$ cat src/hw/rtl/twlr_pkg.sv
// Shared types, constants and tables of the tilt water LED ring block.
`timescale 1ns / 1ps
package twlr_pkg;

  localparam int LED_COUNT = 35;
  localparam int LED_W = (LED_COUNT > 1) ? $clog2(LED_COUNT) : 1;

  localparam int INV_GAIN  = 39797;
  localparam int TWO_PI    = 411775;
  localparam int BASE_GLOW = 26214;
  localparam int STR_DIV   = 1000;
  // ceil(2^31 / 125): floor(m * 256 / 1000) = (m * STR_RECIP) >> 26 for m < 2^18
  localparam int STR_RECIP = 17179870;
  localparam int CORD_LAST = 15;
  localparam int DIV_FULL  = 33;
  localparam int DIV_FRAC  = 16;

  localparam logic [13:0] ARC_TAB [16] = '{
    14'd8192, 14'd4836, 14'd2555, 14'd1297, 14'd651, 14'd326, 14'd163, 14'd81,
    14'd41, 14'd20, 14'd10, 14'd5, 14'd3, 14'd1, 14'd1, 14'd0
  };

  typedef logic [15:0] pos_tab_t [LED_COUNT];

  function automatic pos_tab_t build_pos();
    pos_tab_t tab;
    for (int i = 0; i < LED_COUNT; i++) begin
      tab[i] = 16'((i * 65536) / LED_COUNT);
    end
    return tab;
  endfunction

  localparam pos_tab_t POS_TAB = build_pos();

  typedef enum logic [2:0] {
    REG_SPRING = 3'd0,
    REG_DAMP   = 3'd1,
    REG_VLIM   = 3'd2,
    REG_FILL   = 3'd3,
    REG_SBASE  = 3'd4,
    REG_SSCALE = 3'd5,
    REG_OFFSET = 3'd6
  } cfg_idx_t;

  typedef enum logic [4:0] {
    OP_NONE, OP_LOAD, OP_CORD_STEP, OP_VEC_END, OP_MUL_M, OP_MUL_STR, OP_DIV_STEP,
    OP_STR, OP_MUL_DG, OP_MUL_PS, OP_PUSH, OP_MUL_DMP, OP_CLAMP, OP_MUL_Z1,
    OP_MUL_Z2, OP_ZONE, OP_MUL_GL, OP_GLOW, OP_ROT_LD, OP_ROT_END, OP_DQ_LD,
    OP_Q_END, OP_T_END, OP_MUL_TT, OP_MUL_TG, OP_LVL, OP_MUL_GC, OP_G_END,
    OP_MUL_BC, OP_B_END, OP_OUT
  } op_t;

  typedef enum logic [5:0] {
    S_IDLE, S_VEC, S_VEC_END, S_MUL_M, S_MUL_STR, S_STR, S_MUL_DG,
    S_MUL_PS, S_PUSH, S_MUL_DMP, S_CLAMP, S_MUL_Z1, S_MUL_Z2, S_ZONE, S_MUL_GL,
    S_GLOW, S_ROT_LD, S_ROT, S_ROT_END, S_DQ_LD, S_DQ, S_Q_END, S_DT, S_T_END,
    S_MUL_TT, S_MUL_TG, S_LVL, S_MUL_GC, S_G_END, S_MUL_BC, S_B_END, S_OUT
  } state_t;

  typedef struct packed {
    op_t  op;
    logic in_ready;
  } cmd_t;

  typedef struct packed {
    logic in_valid;
    logic cord_last;
    logic div_last;
    logic under;
    logic splash;
    logic led_last;
    logic out_free;
  } sts_t;

endpackage

$ cat src/hw/rtl/twlr_in_if.sv
// Input sample channel: valid/ready with the two acceleration fields.
`timescale 1ns / 1ps
interface twlr_in_if;
  logic               valid;
  logic               ready;
  logic signed [14:0] accel_x;
  logic signed [14:0] accel_y;
  modport source (output valid, output accel_x, output accel_y, input ready);
  modport sink (input valid, input accel_x, input accel_y, output ready);
endinterface

$ cat src/hw/rtl/twlr_out_if.sv
// Result channel: one LED colour per beat.
`timescale 1ns / 1ps
interface twlr_out_if;
  logic       valid;
  logic       ready;
  logic [6:0] led_index;
  logic [6:0] green_level;
  logic [7:0] blue_level;
  logic       last_led;
  modport source (output valid, output led_index, output green_level,
                  output blue_level, output last_led, input ready);
  modport sink (input valid, input led_index, input green_level,
                input blue_level, input last_led, output ready);
endinterface

$ cat src/hw/rtl/twlr_cfg_if.sv
// Configuration write channel: register index and write data.
`timescale 1ns / 1ps
interface twlr_cfg_if;
  logic        valid;
  logic        ready;
  logic [2:0]  index;
  logic [15:0] data;
  modport source (output valid, output index, output data, input ready);
  modport sink (input valid, input index, input data, output ready);
endinterface

$ cat src/hw/rtl/tilt_water_led_ring_core.sv
// Top level of the tilt water LED ring: sequencer plus datapath.
`timescale 1ns / 1ps
//
//  channel   dir  beat payload                                  handshake
//  in_bus    in   accel_x, accel_y (15 b signed, milli-g)       valid/ready
//  out_bus   out  led_index, green_level, blue_level, last_led  valid/ready
//  cfg_bus   in   index (3 b), data (16 b)                      valid/ready
//
//  One sample runs the physics pass, then renders each of the 35 LEDs in turn;
//  the 33-step bit-serial divider and the 16-step CORDIC run for every LED, an
//  underwater LED adds the colour products and a splash LED adds a 16-step
//  divide ahead of them.
//  Synchronous active-low reset returns the config registers to defaults
//  and water to rest; no clearing pass is needed. A stalled out_bus holds its
//  beat while the next LED is computed, then the sequencer waits for the slot.
//  in_bus is ready only between samples; cfg_bus is always ready.
//
module tilt_water_led_ring_core (
  input  logic       clk,
  input  logic       rst_n,
  twlr_in_if.sink    in_bus,
  twlr_out_if.source out_bus,
  twlr_cfg_if.sink   cfg_bus
);
  import twlr_pkg::*;

  cmd_t cmd;
  sts_t dp_sts, sts;

  // ready comes from the sequencer: high only while it waits for a sample
  assign in_bus.ready = cmd.in_ready;

  // merge the input valid into the status bundle seen by the sequencer
  always_comb begin
    sts          = dp_sts;
    sts.in_valid = in_bus.valid;
  end

  twlr_ctrl u_ctrl (
    .clk   (clk),
    .rst_n (rst_n),
    .sts   (sts),
    .cmd   (cmd)
  );

  twlr_dp u_dp (
    .clk     (clk),
    .rst_n   (rst_n),
    .cmd     (cmd),
    .sts     (dp_sts),
    .in_x    (in_bus.accel_x),
    .in_y    (in_bus.accel_y),
    .cfg_bus (cfg_bus),
    .out_bus (out_bus)
  );

endmodule

$ cat src/hw/rtl/twlr_ctrl.sv
// Sequencer that steps the datapath through physics and per-LED render.
`timescale 1ns / 1ps
module twlr_ctrl (
  input  logic           clk,
  input  logic           rst_n,
  input  twlr_pkg::sts_t sts,
  output twlr_pkg::cmd_t cmd
);
  import twlr_pkg::*;

  state_t state_r, state_nxt;

  always_ff @(posedge clk) begin
    if (!rst_n) begin
      state_r <= S_IDLE;
    end else begin
      state_r <= state_nxt;
    end
  end

  always_comb begin
    state_nxt    = state_r;
    cmd.op       = OP_NONE;
    cmd.in_ready = 1'b0;
    unique case (state_r)
      S_IDLE: begin
        cmd.in_ready = 1'b1;
        if (sts.in_valid) begin
          cmd.op    = OP_LOAD;
          state_nxt = S_VEC;
        end
      end
      S_VEC: begin
        cmd.op = OP_CORD_STEP;
        if (sts.cord_last) state_nxt = S_VEC_END;
      end
      S_VEC_END: begin cmd.op = OP_VEC_END; state_nxt = S_MUL_M; end
      S_MUL_M:   begin cmd.op = OP_MUL_M; state_nxt = S_MUL_STR; end
      S_MUL_STR: begin cmd.op = OP_MUL_STR; state_nxt = S_STR; end
      S_STR:     begin cmd.op = OP_STR; state_nxt = S_MUL_DG; end
      S_MUL_DG:  begin cmd.op = OP_MUL_DG; state_nxt = S_MUL_PS; end
      S_MUL_PS:  begin cmd.op = OP_MUL_PS; state_nxt = S_PUSH; end
      S_PUSH:    begin cmd.op = OP_PUSH; state_nxt = S_MUL_DMP; end
      S_MUL_DMP: begin cmd.op = OP_MUL_DMP; state_nxt = S_CLAMP; end
      S_CLAMP:   begin cmd.op = OP_CLAMP; state_nxt = S_MUL_Z1; end
      S_MUL_Z1:  begin cmd.op = OP_MUL_Z1; state_nxt = S_MUL_Z2; end
      S_MUL_Z2:  begin cmd.op = OP_MUL_Z2; state_nxt = S_ZONE; end
      S_ZONE:    begin cmd.op = OP_ZONE; state_nxt = S_MUL_GL; end
      S_MUL_GL:  begin cmd.op = OP_MUL_GL; state_nxt = S_GLOW; end
      S_GLOW:    begin cmd.op = OP_GLOW; state_nxt = S_ROT_LD; end
      S_ROT_LD:  begin cmd.op = OP_ROT_LD; state_nxt = S_ROT; end
      S_ROT: begin
        cmd.op = OP_CORD_STEP;
        if (sts.cord_last) state_nxt = S_ROT_END;
      end
      S_ROT_END: begin cmd.op = OP_ROT_END; state_nxt = S_DQ_LD; end
      S_DQ_LD:   begin cmd.op = OP_DQ_LD; state_nxt = S_DQ; end
      S_DQ: begin
        cmd.op = OP_DIV_STEP;
        if (sts.div_last) state_nxt = S_Q_END;
      end
      S_Q_END: begin
        cmd.op = OP_Q_END;
        priority if (sts.under) state_nxt = S_MUL_GC;
        else if (sts.splash) state_nxt = S_DT;
        else state_nxt = S_OUT;
      end
      S_DT: begin
        cmd.op = OP_DIV_STEP;
        if (sts.div_last) state_nxt = S_T_END;
      end
      S_T_END:   begin cmd.op = OP_T_END; state_nxt = S_MUL_TT; end
      S_MUL_TT:  begin cmd.op = OP_MUL_TT; state_nxt = S_MUL_TG; end
      S_MUL_TG:  begin cmd.op = OP_MUL_TG; state_nxt = S_LVL; end
      S_LVL:     begin cmd.op = OP_LVL; state_nxt = S_MUL_GC; end
      S_MUL_GC:  begin cmd.op = OP_MUL_GC; state_nxt = S_G_END; end
      S_G_END:   begin cmd.op = OP_G_END; state_nxt = S_MUL_BC; end
      S_MUL_BC:  begin cmd.op = OP_MUL_BC; state_nxt = S_B_END; end
      S_B_END:   begin cmd.op = OP_B_END; state_nxt = S_OUT; end
      S_OUT: begin
        if (sts.out_free) begin
          cmd.op    = OP_OUT;
          state_nxt = sts.led_last ? S_IDLE : S_ROT_LD;
        end
      end
      default: state_nxt = S_IDLE;
    endcase
  end

endmodule

$ cat src/hw/rtl/twlr_dp.sv
// Datapath: config registers, shared CORDIC, divider, multiplier, output stage.
`timescale 1ns / 1ps
module twlr_dp (
  input  logic               clk,
  input  logic               rst_n,
  input  twlr_pkg::cmd_t     cmd,
  output twlr_pkg::sts_t     sts,
  input  logic signed [14:0] in_x,
  input  logic signed [14:0] in_y,
  twlr_cfg_if.sink           cfg_bus,
  twlr_out_if.source         out_bus
);
  import twlr_pkg::*;

  // configuration
  logic [15:0] gain_r, damp_r, fill_r, base_r, ss_r, offs_r;
  logic [14:0] lim_r;

  // state carried between samples
  logic [15:0]        surf_r;
  logic signed [15:0] spd_r;

  // CORDIC
  logic signed [25:0] ca_r, cb_r, ca_nxt, cb_nxt, da, db;
  logic [17:0]        cz_r, cz_nxt, arc;
  logic [3:0]         ck_r;
  logic               cmode_r, flip_r, zero_r, up;

  // divider
  logic [32:0] dvd_r;
  logic [26:0] rem_r, dvs_r;
  logic [5:0]  dcnt_r;
  logic [27:0] trial;
  logic        ge;

  // multiplier
  logic [31:0] mul_a;
  logic [20:0] mul_b;
  logic [52:0] mul_p_r;

  // physics and render values
  logic [15:0]        dif_mag_r;
  logic               dif_neg_r;
  logic [24:0]        len_r;
  logic               str_big_r;
  logic [16:0]        str_r, tf_r, glow_r, p_r;
  logic signed [17:0] vel_r, thr_r, c_r;
  logic [14:0]        v_r;
  logic [26:0]        zone_r;
  logic               under_r;
  logic [LED_W-1:0]   led_r;
  logic [6:0]         g_r;
  logic [7:0]         b_r;

  // output stage
  logic       out_v_r;
  logic [6:0] oidx_r, og_r;
  logic [7:0] ob_r;
  logic       olast_r;

  // combinational helpers
  logic signed [25:0] xa, ya;
  logic [15:0]        dirv, diffw, rel;
  logic [16:0]        pm, vmag, cmag;
  logic signed [17:0] vsum, srel, sadj, velc;
  logic [14:0]        mag15;
  logic signed [25:0] af;
  logic signed [18:0] dq;
  logic [20:0]        gsum;
  logic               led_last, splash;

  assign cfg_bus.ready = 1'b1;
  assign out_bus.valid       = out_v_r;
  assign out_bus.led_index   = oidx_r;
  assign out_bus.green_level = og_r;
  assign out_bus.blue_level  = ob_r;
  assign out_bus.last_led    = olast_r;

  assign led_last = (led_r == LED_W'(LED_COUNT - 1));
  assign splash   = (zone_r != '0) && (dvd_r < {6'd0, zone_r});

  assign sts.in_valid  = 1'b0;
  assign sts.cord_last = (ck_r == 4'(CORD_LAST));
  assign sts.div_last  = (dcnt_r == 6'd1);
  assign sts.under     = under_r;
  assign sts.splash    = splash;
  assign sts.led_last  = led_last;
  assign sts.out_free  = !out_v_r || out_bus.ready;

  // one CORDIC micro-rotation
  always_comb begin
    da  = cb_r >>> ck_r;
    db  = ca_r >>> ck_r;
    arc = {4'd0, ARC_TAB[ck_r]};
    up  = cmode_r ? (cb_r > 26'sd0) : cz_r[17];
    if (up) begin
      ca_nxt = ca_r + da;
      cb_nxt = cb_r - db;
      cz_nxt = cz_r + arc;
    end else begin
      ca_nxt = ca_r - da;
      cb_nxt = cb_r + db;
      cz_nxt = cz_r - arc;
    end
  end

  // one restoring division step
  always_comb begin
    trial = {rem_r, dvd_r[32]};
    ge    = trial >= {1'b0, dvs_r};
  end

  always_comb begin
    xa    = {{3{in_x[14]}}, in_x, 8'd0};
    ya    = {{3{in_y[14]}}, in_y, 8'd0};
    dirv  = zero_r ? 16'd0 : cz_r[15:0];
    diffw = dirv - surf_r;
    pm    = 17'((mul_p_r[48:0] + 49'h0_8000_0000) >> 32);
    vsum  = 18'(spd_r) + (dif_neg_r ? -$signed({1'b0, pm}) : $signed({1'b0, pm}));
    vmag  = vel_r[17] ? 17'(-vel_r) : vel_r[16:0];
    mag15 = (mul_p_r[32:16] > {2'd0, lim_r}) ? lim_r : mul_p_r[30:16];
    velc  = vel_r[17] ? -$signed({3'd0, mag15}) : $signed({3'd0, mag15});
    rel   = POS_TAB[led_r] + offs_r - surf_r;
    srel  = 18'($signed(rel));
    if (srel > 18'sd16384) sadj = srel - 18'sd32768;
    else if (srel < -18'sd16384) sadj = srel + 18'sd32768;
    else sadj = srel;
    af    = flip_r ? -ca_r : ca_r;
    dq    = (c_r >= thr_r) ? 19'(c_r) - 19'(thr_r) : 19'(thr_r) - 19'(c_r);
    cmag  = dq[16:0];
    gsum  = 21'(BASE_GLOW) + mul_p_r[35:16];
  end

  always_comb begin
    mul_a = '0;
    mul_b = '0;
    unique case (cmd.op)
      OP_MUL_M:   begin mul_a = {7'd0, len_r};       mul_b = 21'(INV_GAIN); end
      OP_MUL_STR: begin mul_a = 32'(STR_RECIP);      mul_b = {3'd0, mul_p_r[33:16]}; end
      OP_MUL_DG:  begin mul_a = {16'd0, dif_mag_r};  mul_b = {5'd0, gain_r}; end
      OP_MUL_PS:  begin mul_a = mul_p_r[31:0];       mul_b = {4'd0, str_r}; end
      OP_MUL_DMP: begin mul_a = {15'd0, vmag};       mul_b = {5'd0, damp_r}; end
      OP_MUL_Z1:  begin mul_a = {17'd0, v_r};        mul_b = {5'd0, ss_r}; end
      OP_MUL_Z2:  begin mul_a = {1'b0, mul_p_r[30:0]}; mul_b = 21'(TWO_PI); end
      OP_MUL_GL:  begin mul_a = {17'd0, v_r};        mul_b = 21'(5 * TWO_PI); end
      OP_MUL_TT:  begin mul_a = {15'd0, p_r};        mul_b = {4'd0, p_r}; end
      OP_MUL_TG:  begin mul_a = {15'd0, mul_p_r[32:16]}; mul_b = {4'd0, glow_r}; end
      OP_MUL_GC:  begin mul_a = {15'd0, p_r}; mul_b = under_r ? 21'd80 : 21'd120; end
      OP_MUL_BC:  begin mul_a = {15'd0, p_r}; mul_b = under_r ? 21'd200 : 21'd220; end
      default: ;
    endcase
  end

  // config registers, carried state and output valid
  always_ff @(posedge clk) begin
    if (!rst_n) begin
      gain_r  <= 16'd786;
      damp_r  <= 16'd62915;
      lim_r   <= 15'd1564;
      fill_r  <= 16'd29491;
      base_r  <= 16'd7864;
      ss_r    <= 16'd2048;
      offs_r  <= 16'd0;
      surf_r  <= 16'd0;
      spd_r   <= 16'sd0;
      out_v_r <= 1'b0;
    end else begin
      if (cfg_bus.valid) begin
        unique case (cfg_bus.index)
          REG_SPRING: gain_r <= cfg_bus.data;
          REG_DAMP:   damp_r <= cfg_bus.data;
          REG_VLIM:   lim_r  <= cfg_bus.data[14:0];
          REG_FILL:   fill_r <= cfg_bus.data;
          REG_SBASE:  base_r <= cfg_bus.data;
          REG_SSCALE: ss_r   <= cfg_bus.data;
          REG_OFFSET: offs_r <= cfg_bus.data;
          default: ;
        endcase
      end
      if (cmd.op == OP_CLAMP) begin
        spd_r  <= velc[15:0];
        surf_r <= surf_r + 16'(velc);
      end
      if (cmd.op == OP_OUT) out_v_r <= 1'b1;
      else if (out_bus.ready) out_v_r <= 1'b0;
    end
  end

  // working registers
  always_ff @(posedge clk) begin
    unique case (cmd.op)
      OP_MUL_M, OP_MUL_STR, OP_MUL_DG, OP_MUL_PS, OP_MUL_DMP, OP_MUL_Z1, OP_MUL_Z2,
      OP_MUL_GL, OP_MUL_TT, OP_MUL_TG, OP_MUL_GC, OP_MUL_BC:
        mul_p_r <= 53'(mul_a) * 53'(mul_b);
      default: ;
    endcase
    unique case (cmd.op)
      OP_LOAD: begin
        cmode_r <= 1'b1;
        ck_r    <= 4'd0;
        zero_r  <= (in_x == 15'sd0) && (in_y == 15'sd0);
        if (in_x < 15'sd0) begin
          ca_r <= -xa;
          cb_r <= -ya;
          cz_r <= 18'd32768;
        end else begin
          ca_r <= xa;
          cb_r <= ya;
          cz_r <= 18'd0;
        end
      end
      OP_CORD_STEP: begin
        ca_r <= ca_nxt;
        cb_r <= cb_nxt;
        cz_r <= cz_nxt;
        ck_r <= ck_r + 4'd1;
      end
      OP_VEC_END: begin
        len_r     <= zero_r ? 25'd0 : ca_r[24:0];
        dif_neg_r <= diffw[15];
        dif_mag_r <= diffw[15] ? -diffw : diffw;
      end
      // a magnitude of 2^18 or more always saturates the strength
      OP_MUL_STR: str_big_r <= (mul_p_r[39:34] != 6'd0);
      OP_DIV_STEP: begin
        rem_r  <= ge ? 27'(trial - {1'b0, dvs_r}) : trial[26:0];
        dvd_r  <= {dvd_r[31:0], ge};
        dcnt_r <= dcnt_r - 6'd1;
      end
      OP_STR: begin
        str_r <= (str_big_r || (mul_p_r[42:26] > 17'd65536)) ? 17'd65536 : mul_p_r[42:26];
      end
      OP_PUSH: vel_r <= vsum;
      OP_CLAMP: begin
        v_r   <= mag15;
        tf_r  <= {(fill_r == 16'd0) ? 16'd1 : fill_r, 1'b0};
        thr_r <= 18'sd65536 - $signed({1'b0, (fill_r == 16'd0) ? 16'd1 : fill_r, 1'b0});
      end
      OP_ZONE: zone_r <= {11'd0, base_r} + {1'b0, mul_p_r[49:24]};
      OP_GLOW: begin
        glow_r <= (gsum > 21'd65536) ? 17'd65536 : gsum[16:0];
        led_r  <= '0;
      end
      OP_ROT_LD: begin
        cmode_r <= 1'b0;
        ck_r    <= 4'd0;
        flip_r  <= (srel > 18'sd16384) || (srel < -18'sd16384);
        ca_r    <= 26'(INV_GAIN);
        cb_r    <= '0;
        cz_r    <= sadj;
      end
      OP_ROT_END: begin
        priority if (af > 26'sd65536) c_r <= 18'sd65536;
        else if (af < -26'sd65536) c_r <= -18'sd65536;
        else c_r <= af[17:0];
      end
      OP_DQ_LD: begin
        under_r <= c_r >= thr_r;
        dvd_r   <= {cmag, 16'd0};
        dvs_r   <= {10'd0, tf_r};
        rem_r   <= '0;
        dcnt_r  <= 6'(DIV_FULL);
      end
      OP_Q_END: begin
        priority if (under_r) begin
          p_r <= (dvd_r >= 33'd65536) ? 17'd0 : 17'd65536 - dvd_r[16:0];
        end else if (splash) begin
          rem_r  <= dvd_r[26:0];
          dvd_r  <= '0;
          dvs_r  <= zone_r;
          dcnt_r <= 6'(DIV_FRAC);
        end else begin
          g_r <= '0;
          b_r <= '0;
        end
      end
      OP_T_END: p_r <= 17'd65536 - dvd_r[16:0];
      OP_LVL:   p_r <= mul_p_r[32:16];
      OP_G_END: g_r <= mul_p_r[22:16];
      OP_B_END: b_r <= mul_p_r[23:16] + (under_r ? 8'd30 : 8'd0);
      OP_OUT: begin
        oidx_r  <= 7'(led_r) + 7'd1;
        og_r    <= g_r;
        ob_r    <= b_r;
        olast_r <= led_last;
        if (!led_last) led_r <= led_r + LED_W'(1);
      end
      default: ;
    endcase
  end

endmodule
$ cat src/flat_wrapper.sv
// flat-port wrapper written by rule: the top's interface ports become plain ports
module tilt_water_led_ring_core_flat import twlr_pkg::*;
  (clk, rst_n, in_bus_valid, in_bus_accel_x, in_bus_accel_y, in_bus_ready, out_bus_valid, out_bus_led_index, out_bus_green_level, out_bus_blue_level, out_bus_last_led, out_bus_ready, cfg_bus_valid, cfg_bus_index, cfg_bus_data, cfg_bus_ready);
  twlr_in_if in_bus_i ();
  twlr_out_if out_bus_i ();
  twlr_cfg_if cfg_bus_i ();
  input  logic clk;
  input  logic rst_n;
  input wire logic [$bits(in_bus_i.valid)-1:0] in_bus_valid;
  input wire logic [$bits(in_bus_i.accel_x)-1:0] in_bus_accel_x;
  input wire logic [$bits(in_bus_i.accel_y)-1:0] in_bus_accel_y;
  output wire logic [$bits(in_bus_i.ready)-1:0] in_bus_ready;
  output wire logic [$bits(out_bus_i.valid)-1:0] out_bus_valid;
  output wire logic [$bits(out_bus_i.led_index)-1:0] out_bus_led_index;
  output wire logic [$bits(out_bus_i.green_level)-1:0] out_bus_green_level;
  output wire logic [$bits(out_bus_i.blue_level)-1:0] out_bus_blue_level;
  output wire logic [$bits(out_bus_i.last_led)-1:0] out_bus_last_led;
  input wire logic [$bits(out_bus_i.ready)-1:0] out_bus_ready;
  input wire logic [$bits(cfg_bus_i.valid)-1:0] cfg_bus_valid;
  input wire logic [$bits(cfg_bus_i.index)-1:0] cfg_bus_index;
  input wire logic [$bits(cfg_bus_i.data)-1:0] cfg_bus_data;
  output wire logic [$bits(cfg_bus_i.ready)-1:0] cfg_bus_ready;
  assign in_bus_i.valid = in_bus_valid;
  assign in_bus_i.accel_x = in_bus_accel_x;
  assign in_bus_i.accel_y = in_bus_accel_y;
  assign in_bus_ready = in_bus_i.ready;
  assign out_bus_valid = out_bus_i.valid;
  assign out_bus_led_index = out_bus_i.led_index;
  assign out_bus_green_level = out_bus_i.green_level;
  assign out_bus_blue_level = out_bus_i.blue_level;
  assign out_bus_last_led = out_bus_i.last_led;
  assign out_bus_i.ready = out_bus_ready;
  assign cfg_bus_i.valid = cfg_bus_valid;
  assign cfg_bus_i.index = cfg_bus_index;
  assign cfg_bus_i.data = cfg_bus_data;
  assign cfg_bus_ready = cfg_bus_i.ready;
  tilt_water_led_ring_core u_core (.clk(clk), .rst_n(rst_n), .in_bus(in_bus_i), .out_bus(out_bus_i), .cfg_bus(cfg_bus_i));
endmodule
$ cat config.mk
export PLATFORM = sky130hd
export DESIGN_NAME = tilt_water_led_ring_core_flat
export DESIGN_NICKNAME = d
export VERILOG_FILES = /design/src/hw/rtl/twlr_pkg.sv /design/src/hw/rtl/twlr_in_if.sv /design/src/hw/rtl/twlr_out_if.sv /design/src/hw/rtl/twlr_cfg_if.sv /design/src/hw/rtl/tilt_water_led_ring_core.sv /design/src/hw/rtl/twlr_ctrl.sv /design/src/hw/rtl/twlr_dp.sv /design/src/flat_wrapper.sv
export SDC_FILE = /design/constraint.sdc
export NUM_CORES = 2
export LEC_CHECK = 0
export BUFFER_PORTS_ARGS = -buffer_cell sky130_fd_sc_hd__buf_4
export CAP_MARGIN = 30
export CORE_ASPECT_RATIO = 1.2
export CORE_MARGIN = 2
export CORE_UTILIZATION = 40
export CTS_CLUSTER_DIAMETER = 60
export DETAILED_ROUTE_END_ITERATION = 7
export HOLD_SLACK_MARGIN = 0.02
export SYNTH_ARGS = -nofsm -noshare
export SYNTH_HDL_FRONTEND = slang
export SYNTH_SLANG_ARGS = --single-unit
$ cat constraint.sdc
create_clock -name clk -period 13.52 [get_ports clk]
set_input_delay 2.704 -clock clk [delete_from_list [all_inputs] [get_ports clk]]
set_output_delay 2.704 -clock clk [all_outputs]
set_load 0.01 [all_outputs]
== Yosys cells after proc, flatten, opt, wreduce, memory -nomap -nowiden ==
Memories as Yosys holds them, arrays and structs flattened.
Index checks and enable logic that the tools add are counted.

* Flip-flop bits (word level): 621
* ROM bits: 1,248
* Input port bits: 54
* Output and inout bits: 26
* Memories: 2

* Add/sub/neg operators: 33
* Multipliers: 1
* Magnitude comparators: 15
* Equal/unequal tests: 81
* Shift operators: 2
* Muxes and demuxes: 73
* Bitwise gates (word level): 2
* Reductions and logical operators: 44

{| class="wikitable"
|+ Memory list
! name !! words !! bits a word !! rd ports !! clocked after Yosys merged registers in !! wr ports !! RTL line !! text
|-
| (name not given) || 64 || 16 || 1 || 0 || 0 || twlr_dp.sv:123 || <nowiki>rel = POS_TAB[led_r] + offs_r - surf_r;</nowiki>
|-
| (name not given) || 16 || 14 || 1 || 0 || 0 || twlr_dp.sv:94 || <nowiki>arc = {4'd0, ARC_TAB[ck_r]};</nowiki>
|}

{| class="wikitable"
|+ Operators with widths
! kind !! number
|-
| $pmux 32 s9 || 1
|-
| $pmux 21 s12 || 1
|-
| $pmux 6 s32 || 1
|-
| $pmux 26 s3 || 2
|-
| $pmux 5 s30 || 1
|-
| $mux 27 || 5
|-
| $mux 26 || 5
|-
| $pmux 33 s3 || 1
|-
| $eq 6x5->1 const B || 16
|-
| $mux 16 || 6
|-
| $mux 18 || 5
|-
| $pmux 27 s3 || 1
|-
| $eq 5x5->1 const B || 15
|-
| $mux 17 || 4
|-
| $mux 33 || 2
|-
| $mux 6 || 10
|-
| $pmux 18 s3 || 1
|-
| $pmux 27 s2 || 1
|-
| $add 26x26->26 || 2
|-
| $neg 23->26 || 2
|-
| $sshr 26x4->26 || 2
|-
| $sub 26x26->26 || 2
|-
| $pmux 17 s3 || 1
|-
| $mul 32x21->50 || 1
|-
| other kinds (86) || 163
|}

== Longest topological paths before layout ==
* Word-level depth: 10
* Gate-level depth with buffers: 41
* Depth with buffers taken out: 35

== Cells and area by module ==
A second synthesis with hierarchy kept.

* Cell total of the unflattened synthesis: 7,214
* Area, all modules: 65,298.9 um^2

{| class="wikitable"
|+ Modules (own cells, without submodules)
! module !! instances !! cells an instance !! area an instance (um^2) !! sequential area each (um^2)
|-
| twlr_dp || 1 || 7,133 || 64,697.0 || 16,966.3
|-
| twlr_ctrl || 1 || 81 || 601.8 || 100.1
|}

== Worst setup path before layout ==
No wires, ideal clock.

* Path type: register to register
* Start: register u_core.u_ctrl.state_r[3]
* End: register u_core.u_dp.mul_p_r[49], data pin
* Arrival: 9,441 ps
* Required time: 13,255 ps
* Slack: 3,813 ps
* Cell stages (with the launch flop): 36
* Path buffers: 6
* Period minus slack after synthesis: 9,707 ps
* Cell sequence: dfxtp_1 -> clkbuf_1 -> clkinv_1 -> or2_2 -> clkbuf_1 -> nor2_1 -> or2_2 -> clkbuf_1 -> clkbuf_1 -> clkbuf_1 -> a22o_1 -> clkbuf_1 -> nand2_1 -> fa_1 -> inv_1 -> fa_1 -> inv_1 -> fa_1 -> inv_1 -> fa_1 -> fa_1 -> fa_1 -> inv_1 -> fa_1 -> inv_1 -> ha_1 -> nand3_1 -> or3_1 -> nand4b_1 -> o2111a_1 -> o31ai_1 -> o221ai_1 -> o21a_1 -> o31ai_1 -> a221oi_1 -> xnor2_1

* Longest elaborated chain between the ends: 7
* Elaborated cells between the ends (all ways): 52
* Those cells by class: mul: 1; eq/ne: 43; mux: 3; reduce/logical: 5

{| class="wikitable"
|+ RTL lines
! item !! RTL line !! text
|-
| start: declaration || twlr_ctrl.sv:11 || <nowiki>state_t state_r, state_nxt;</nowiki>
|-
| start signal: assignment || twlr_ctrl.sv:17 || <nowiki>state_r <= state_nxt;</nowiki>
|-
| $eq 6x5->1 or $eq 6x1->1 (tied branches) || twlr_ctrl.sv:25 || <nowiki>unique case (state_r)</nowiki>
|-
| $reduce_or 2->1 (no line) || n/a ||
|-
| $pmux 5 s30 (*) || twlr_ctrl.sv:25 ||
|-
| $eq 5x5->1 or $eq 5x4->1 (tied branches) || twlr_dp.sv:137 || <nowiki>unique case (cmd.op)</nowiki>
|-
| $reduce_or 3->1 (no line) or $reduce_or 2->1 (tied branches) || n/a ||
|-
| $pmux 32 s9 || twlr_dp.sv:137 ||
|-
| $mul 32x21->50 (*) || twlr_dp.sv:194 || <nowiki>mul_p_r <= 53'(mul_a) * 53'(mul_b);</nowiki>
|-
| end signal: assignment || twlr_dp.sv:194 ||
|-
| end: declaration || twlr_dp.sv:39 || <nowiki>logic [52:0] mul_p_r;</nowiki>
|}

Mark *: on every way between the ends. The rest lies on a longest branch, timed or not.
A chain may end at the register's enable or synchronous reset.

== Worst setup path in the final report ==
* Start: register u_core.u_ctrl.state_r[4]
* End: register u_core.u_dp.mul_p_r[49], data pin

The elaborated chain is that of the path after synthesis.

==> summary.md <==
| Metric | Value |
|---|---|
| Hold buffer count at cts | 0 |
| Max Clk Rate | 0.0837 GHz |
| Hold worst-path end | u_core.u_dp.out_bus.green_level[4] |
| Post-synthesis cell area | 64,800 sq um |
| Top cells by area, synth | edfxtp_1 (22%), fa_1 (18%), ha_1 (8.2%) |
| Final wirelength | 221,000 um |
| Slew Limit Headroom | 29.7% |
| Vias in the first global route | 53,155 |
| Synthesized area per cell | 9.03 sq um |
| Htree depth | 3 |
| Post-Synthesis Cells | 7,175 |
| Worst R2R End | u_core.u_dp.mul_p_r[49] |
| Overall routing resource usage | 26.5% |
| CP required | 13,950 ps |
| Post-synthesis register bit count | 618 |
| Final Max Slew Viols | 0 |
| Sequential-to-total area share from yosys stat | 26.3% |
| RSZ-0062 raised after global routing | no |
| Antenna viol nets, final | 0 |
| First-pass detailed-route iteration total | 8 |
| Setup_tns | 0 ps |
| Post-Place Cell Area | 68,000 sq um |
| WS Path Type | reg2reg |
| Initial antenna violation count | 7 |
| Via count | 53,155 |
| Clk_lat worst skew | 690 ps |
| Drt via density | 5.71 |
| Slew of the pin with the lowest slew margin | 1050 ps |
| Chip height | 445 um |
| Pleak | 30.0 nW |
| CTS tree | built |
| Crit. End Element | register |
| Status | finished clean |
| Port Buf Inserts | 78 |
| Total of max-cap violations | 0 |
| Setup bufs post-CTS | 0 |
| CTS Root Cell | clkbuf_16 |
| Setup Viol. Count Final | 0 |
| Crit path top cell by count | fa_1 |
| Max IR drop VDD | 0.000325 V |
| Area delta synth->final | 9.22% |
| Iter 0 DRT Violations | 4,657 |
| Worst r2r src | u_core.u_ctrl.state_r[4] |
| Pre-CTS setup slack | 1720 ps |
| Startpoint Class | register |
| Fin worst setup slack | 1570 ps |
| Post-synth top area share | 21.7% |
| Pwr Density | 171 nW/um^2 |
| CTS clk-pin slew, worst paths | 60 ps |
| Crit path from | u_core.u_ctrl.state_r[4] |
| CP max stage delay | 860 ps |
| Post-synth EDFFs | 469 |
| Post-synth top area cell | edfxtp_1 |
| Post_cts resized | 0 |
| Fill cells | 15,613 |
| Reg-to-reg slack, setup | 1570 ps |
| Layout Nets | 8,201 |
| Final Wtd Congestion | 1.02 |
| Cell row count | 161 |
| I/O pins | 80 |
| Hold path cells | 0 |
| Design Area, Final | 70,800 sq um |
| CP arrival | 12,380 ps |
| # DRC | 0 |
| Async SR Flop Fraction | 0% |
| Slowest cell on the critical path | nand3_1 |
| Full die area | 165,000 sq um |
| Share of cells above drive strength 1 | 7.25% |
| Distinct cells, synth | 86 |
| Initial Util | 40.3% |
| Worst hold-check path type | reg2reg |
| Routed wire length per instance | 23.7 um |
| Core Region | 161,000 sq um |
| Synth warn | 0 |
| Crit-path max FO | 23 |
| CTS max path bufs | 3 |
| First-pass GRT wire length | 330,000 um |
| Clock Sink Count | 618 |
| Reg2Reg Depth | 31 |
| Final worst-path cycle share | 88.4% |
| Grt ovf | 0 |
| Hpwl dp | 172,000 um |
| Min Clock Period, post-route | 11,950 ps |
| Worst Min Path Start | u_core.u_dp.g_r[4] |
| Largest net degree at the start of global routing | 103 |
| Number of buffers created by CTS | 79 |
| Fin. Hold Viols | 0 |
| Top FF cell, synth | edfxtp_1 |
| Die width | 371 um |
| Worst Clk Skew | 34.7 ps |
[worst max-delay path by stage]
stage	end	slack [ps]	cells past startpoint
final	u_core.u_dp.mul_p_r[49]	1570	31
after global routing	u_core.u_dp.mul_p_r[49]	1030	31
after CTS	u_core.u_dp.mul_p_r[49]	1680	31
after detailed placement	u_core.u_dp.mul_p_r[49]	1720	31
after global placement	u_core.u_dp.mul_p_r[49]	1830	30
after floorplan	u_core.u_dp.mul_p_r[49]	3810	35
[kinds of logic (layout without fill, tap and decap cells)]
kind of cell               Yosys count  after routing  synth area share (%)
and+or+nand+nor                   2300           2300                  16.2
buffers and inverters             1294           1286                  7.55
DFF                                618            618                  26.3
other                                2             32                0.0116
xor gates and xnor gates           449            449                  6.07
muxes                              152            152                  3.65
AOI/OAI and AO/OA                 1342           1342                  13.7
adders and majority gates         1018           1018                  26.5
[worst max-delay path: cells and delay by family, from the launching register on]
family	cells	cell delay, ps
adder cells (fa/ha/maj)	8	4010
AND/OR/NAND/NOR	8	3100
AO/OA/AOI/OAI	8	2800
flip-flops	1	840
buffers and inverters	6	730
XOR/XNOR	1	160
[where the power goes]
group | switching, mW | internal [mW]
Sequential | 0.425 | 2.45
Clock | 0.950 | 1.30
Combinational | 4.15 | 2.86
Total | 5.52 | 6.60
[synthesized netlist by cell type, types with 31 or more instances]
cell / number
clkbuf_1: 319
o22ai_1: 36
and2_1: 130
buf_1: 31
a21oi_1: 294
fa_1: 591
nand3_1: 142
nor2_1: 436
nand2b_1: 66
mux4_2: 51
a21boi_0: 104
or3_1: 44
mux2_2: 49
inv_1: 926
o31ai_1: 36
and3_1: 36
a22o_1: 48
nor4_1: 49
nand4_1: 34
a211oi_1: 37
mux2i_1: 43
edfxtp_1: 469
nand2_1: 1061
xnor2_1: 270
o21ai_0: 284
xor2_1: 179
nor2b_1: 97
dfxtp_1: 149
nor3_1: 114
a21o_1: 109
ha_1: 427
o21a_1: 39
a31oi_1: 70
a22oi_1: 46
[layout by cell type, fill, tap and decap left out, types with 39 or more instances in the layout]
master / count
a21boi_0: 104
a21o_1: 109
a21oi_1: 294
a22o_1: 48
a22oi_1: 46
a31oi_1: 70
and2_1: 130
buf_4: 200
clkbuf_16: 87
dfxtp_1: 149
edfxtp_1: 469
fa_1: 591
ha_1: 427
inv_1: 924
mux2_2: 49
mux2i_1: 43
mux4_2: 51
nand2_1: 1059
nand2b_1: 66
nand3_1: 139
nor2_1: 430
nor2b_1: 97
nor3_1: 105
nor4_1: 48
o21a_1: 39
o21ai_0: 276
or3_1: 44
xnor2_1: 270
xor2_1: 179
[final cells by class]
cell class,count,area (sq um),share of cell area (%)
clock buffers,102,2270,3.21
inverters,929,3490,4.93
diodes,1,2.50,0.00354
repair buffers,209,1650,2.33
well taps,2119,2650,3.75
flip-flops and latches,618,17100,24.1
multi-input cells,5292,43100,61.0
clock inverters,46,498,0.704
[through the flow]
stage / power (mW) / hold slack (ps) / util [%] / instances
2_1_floorplan: 7.93 / 400 / - / 7204
5_1_grt: 12.9 / 423 / 44.0 / 9315
3_5_place_dp: 9.79 / 405 / 42.3 / 9167
4_1_cts: 12.1 / 418 / 44.0 / 9315
3_3_place_gp: 9.68 / 404 / 42.2 / 9155
6_report: 12.1 / 417 / 44.0 / 9316
[sequential cells by signal, indices dropped and copies added (netlist names), 25 cells and up]
name                 flops
u_core.u_dp.zone_r      27
u_core.u_dp.cb_r        26
u_core.u_dp.mul_p_r     50
u_core.u_dp.ca_r        26
u_core.u_dp.dvd_r       33
u_core.u_dp.rem_r       27
u_core.u_dp.len_r       25
u_core.u_dp.dvs_r       27
[metal layers]
metal	vias up	global-route usage [%]	wire (um)
li1	24127	-	-
met1	26264	32.7	85400
met2	2144	44.5	105000
met3	610	4.07	16200
met4	10	14.2	13700
met5	-	0	66
No activity file was read; power rests on OpenSTA's default activity.
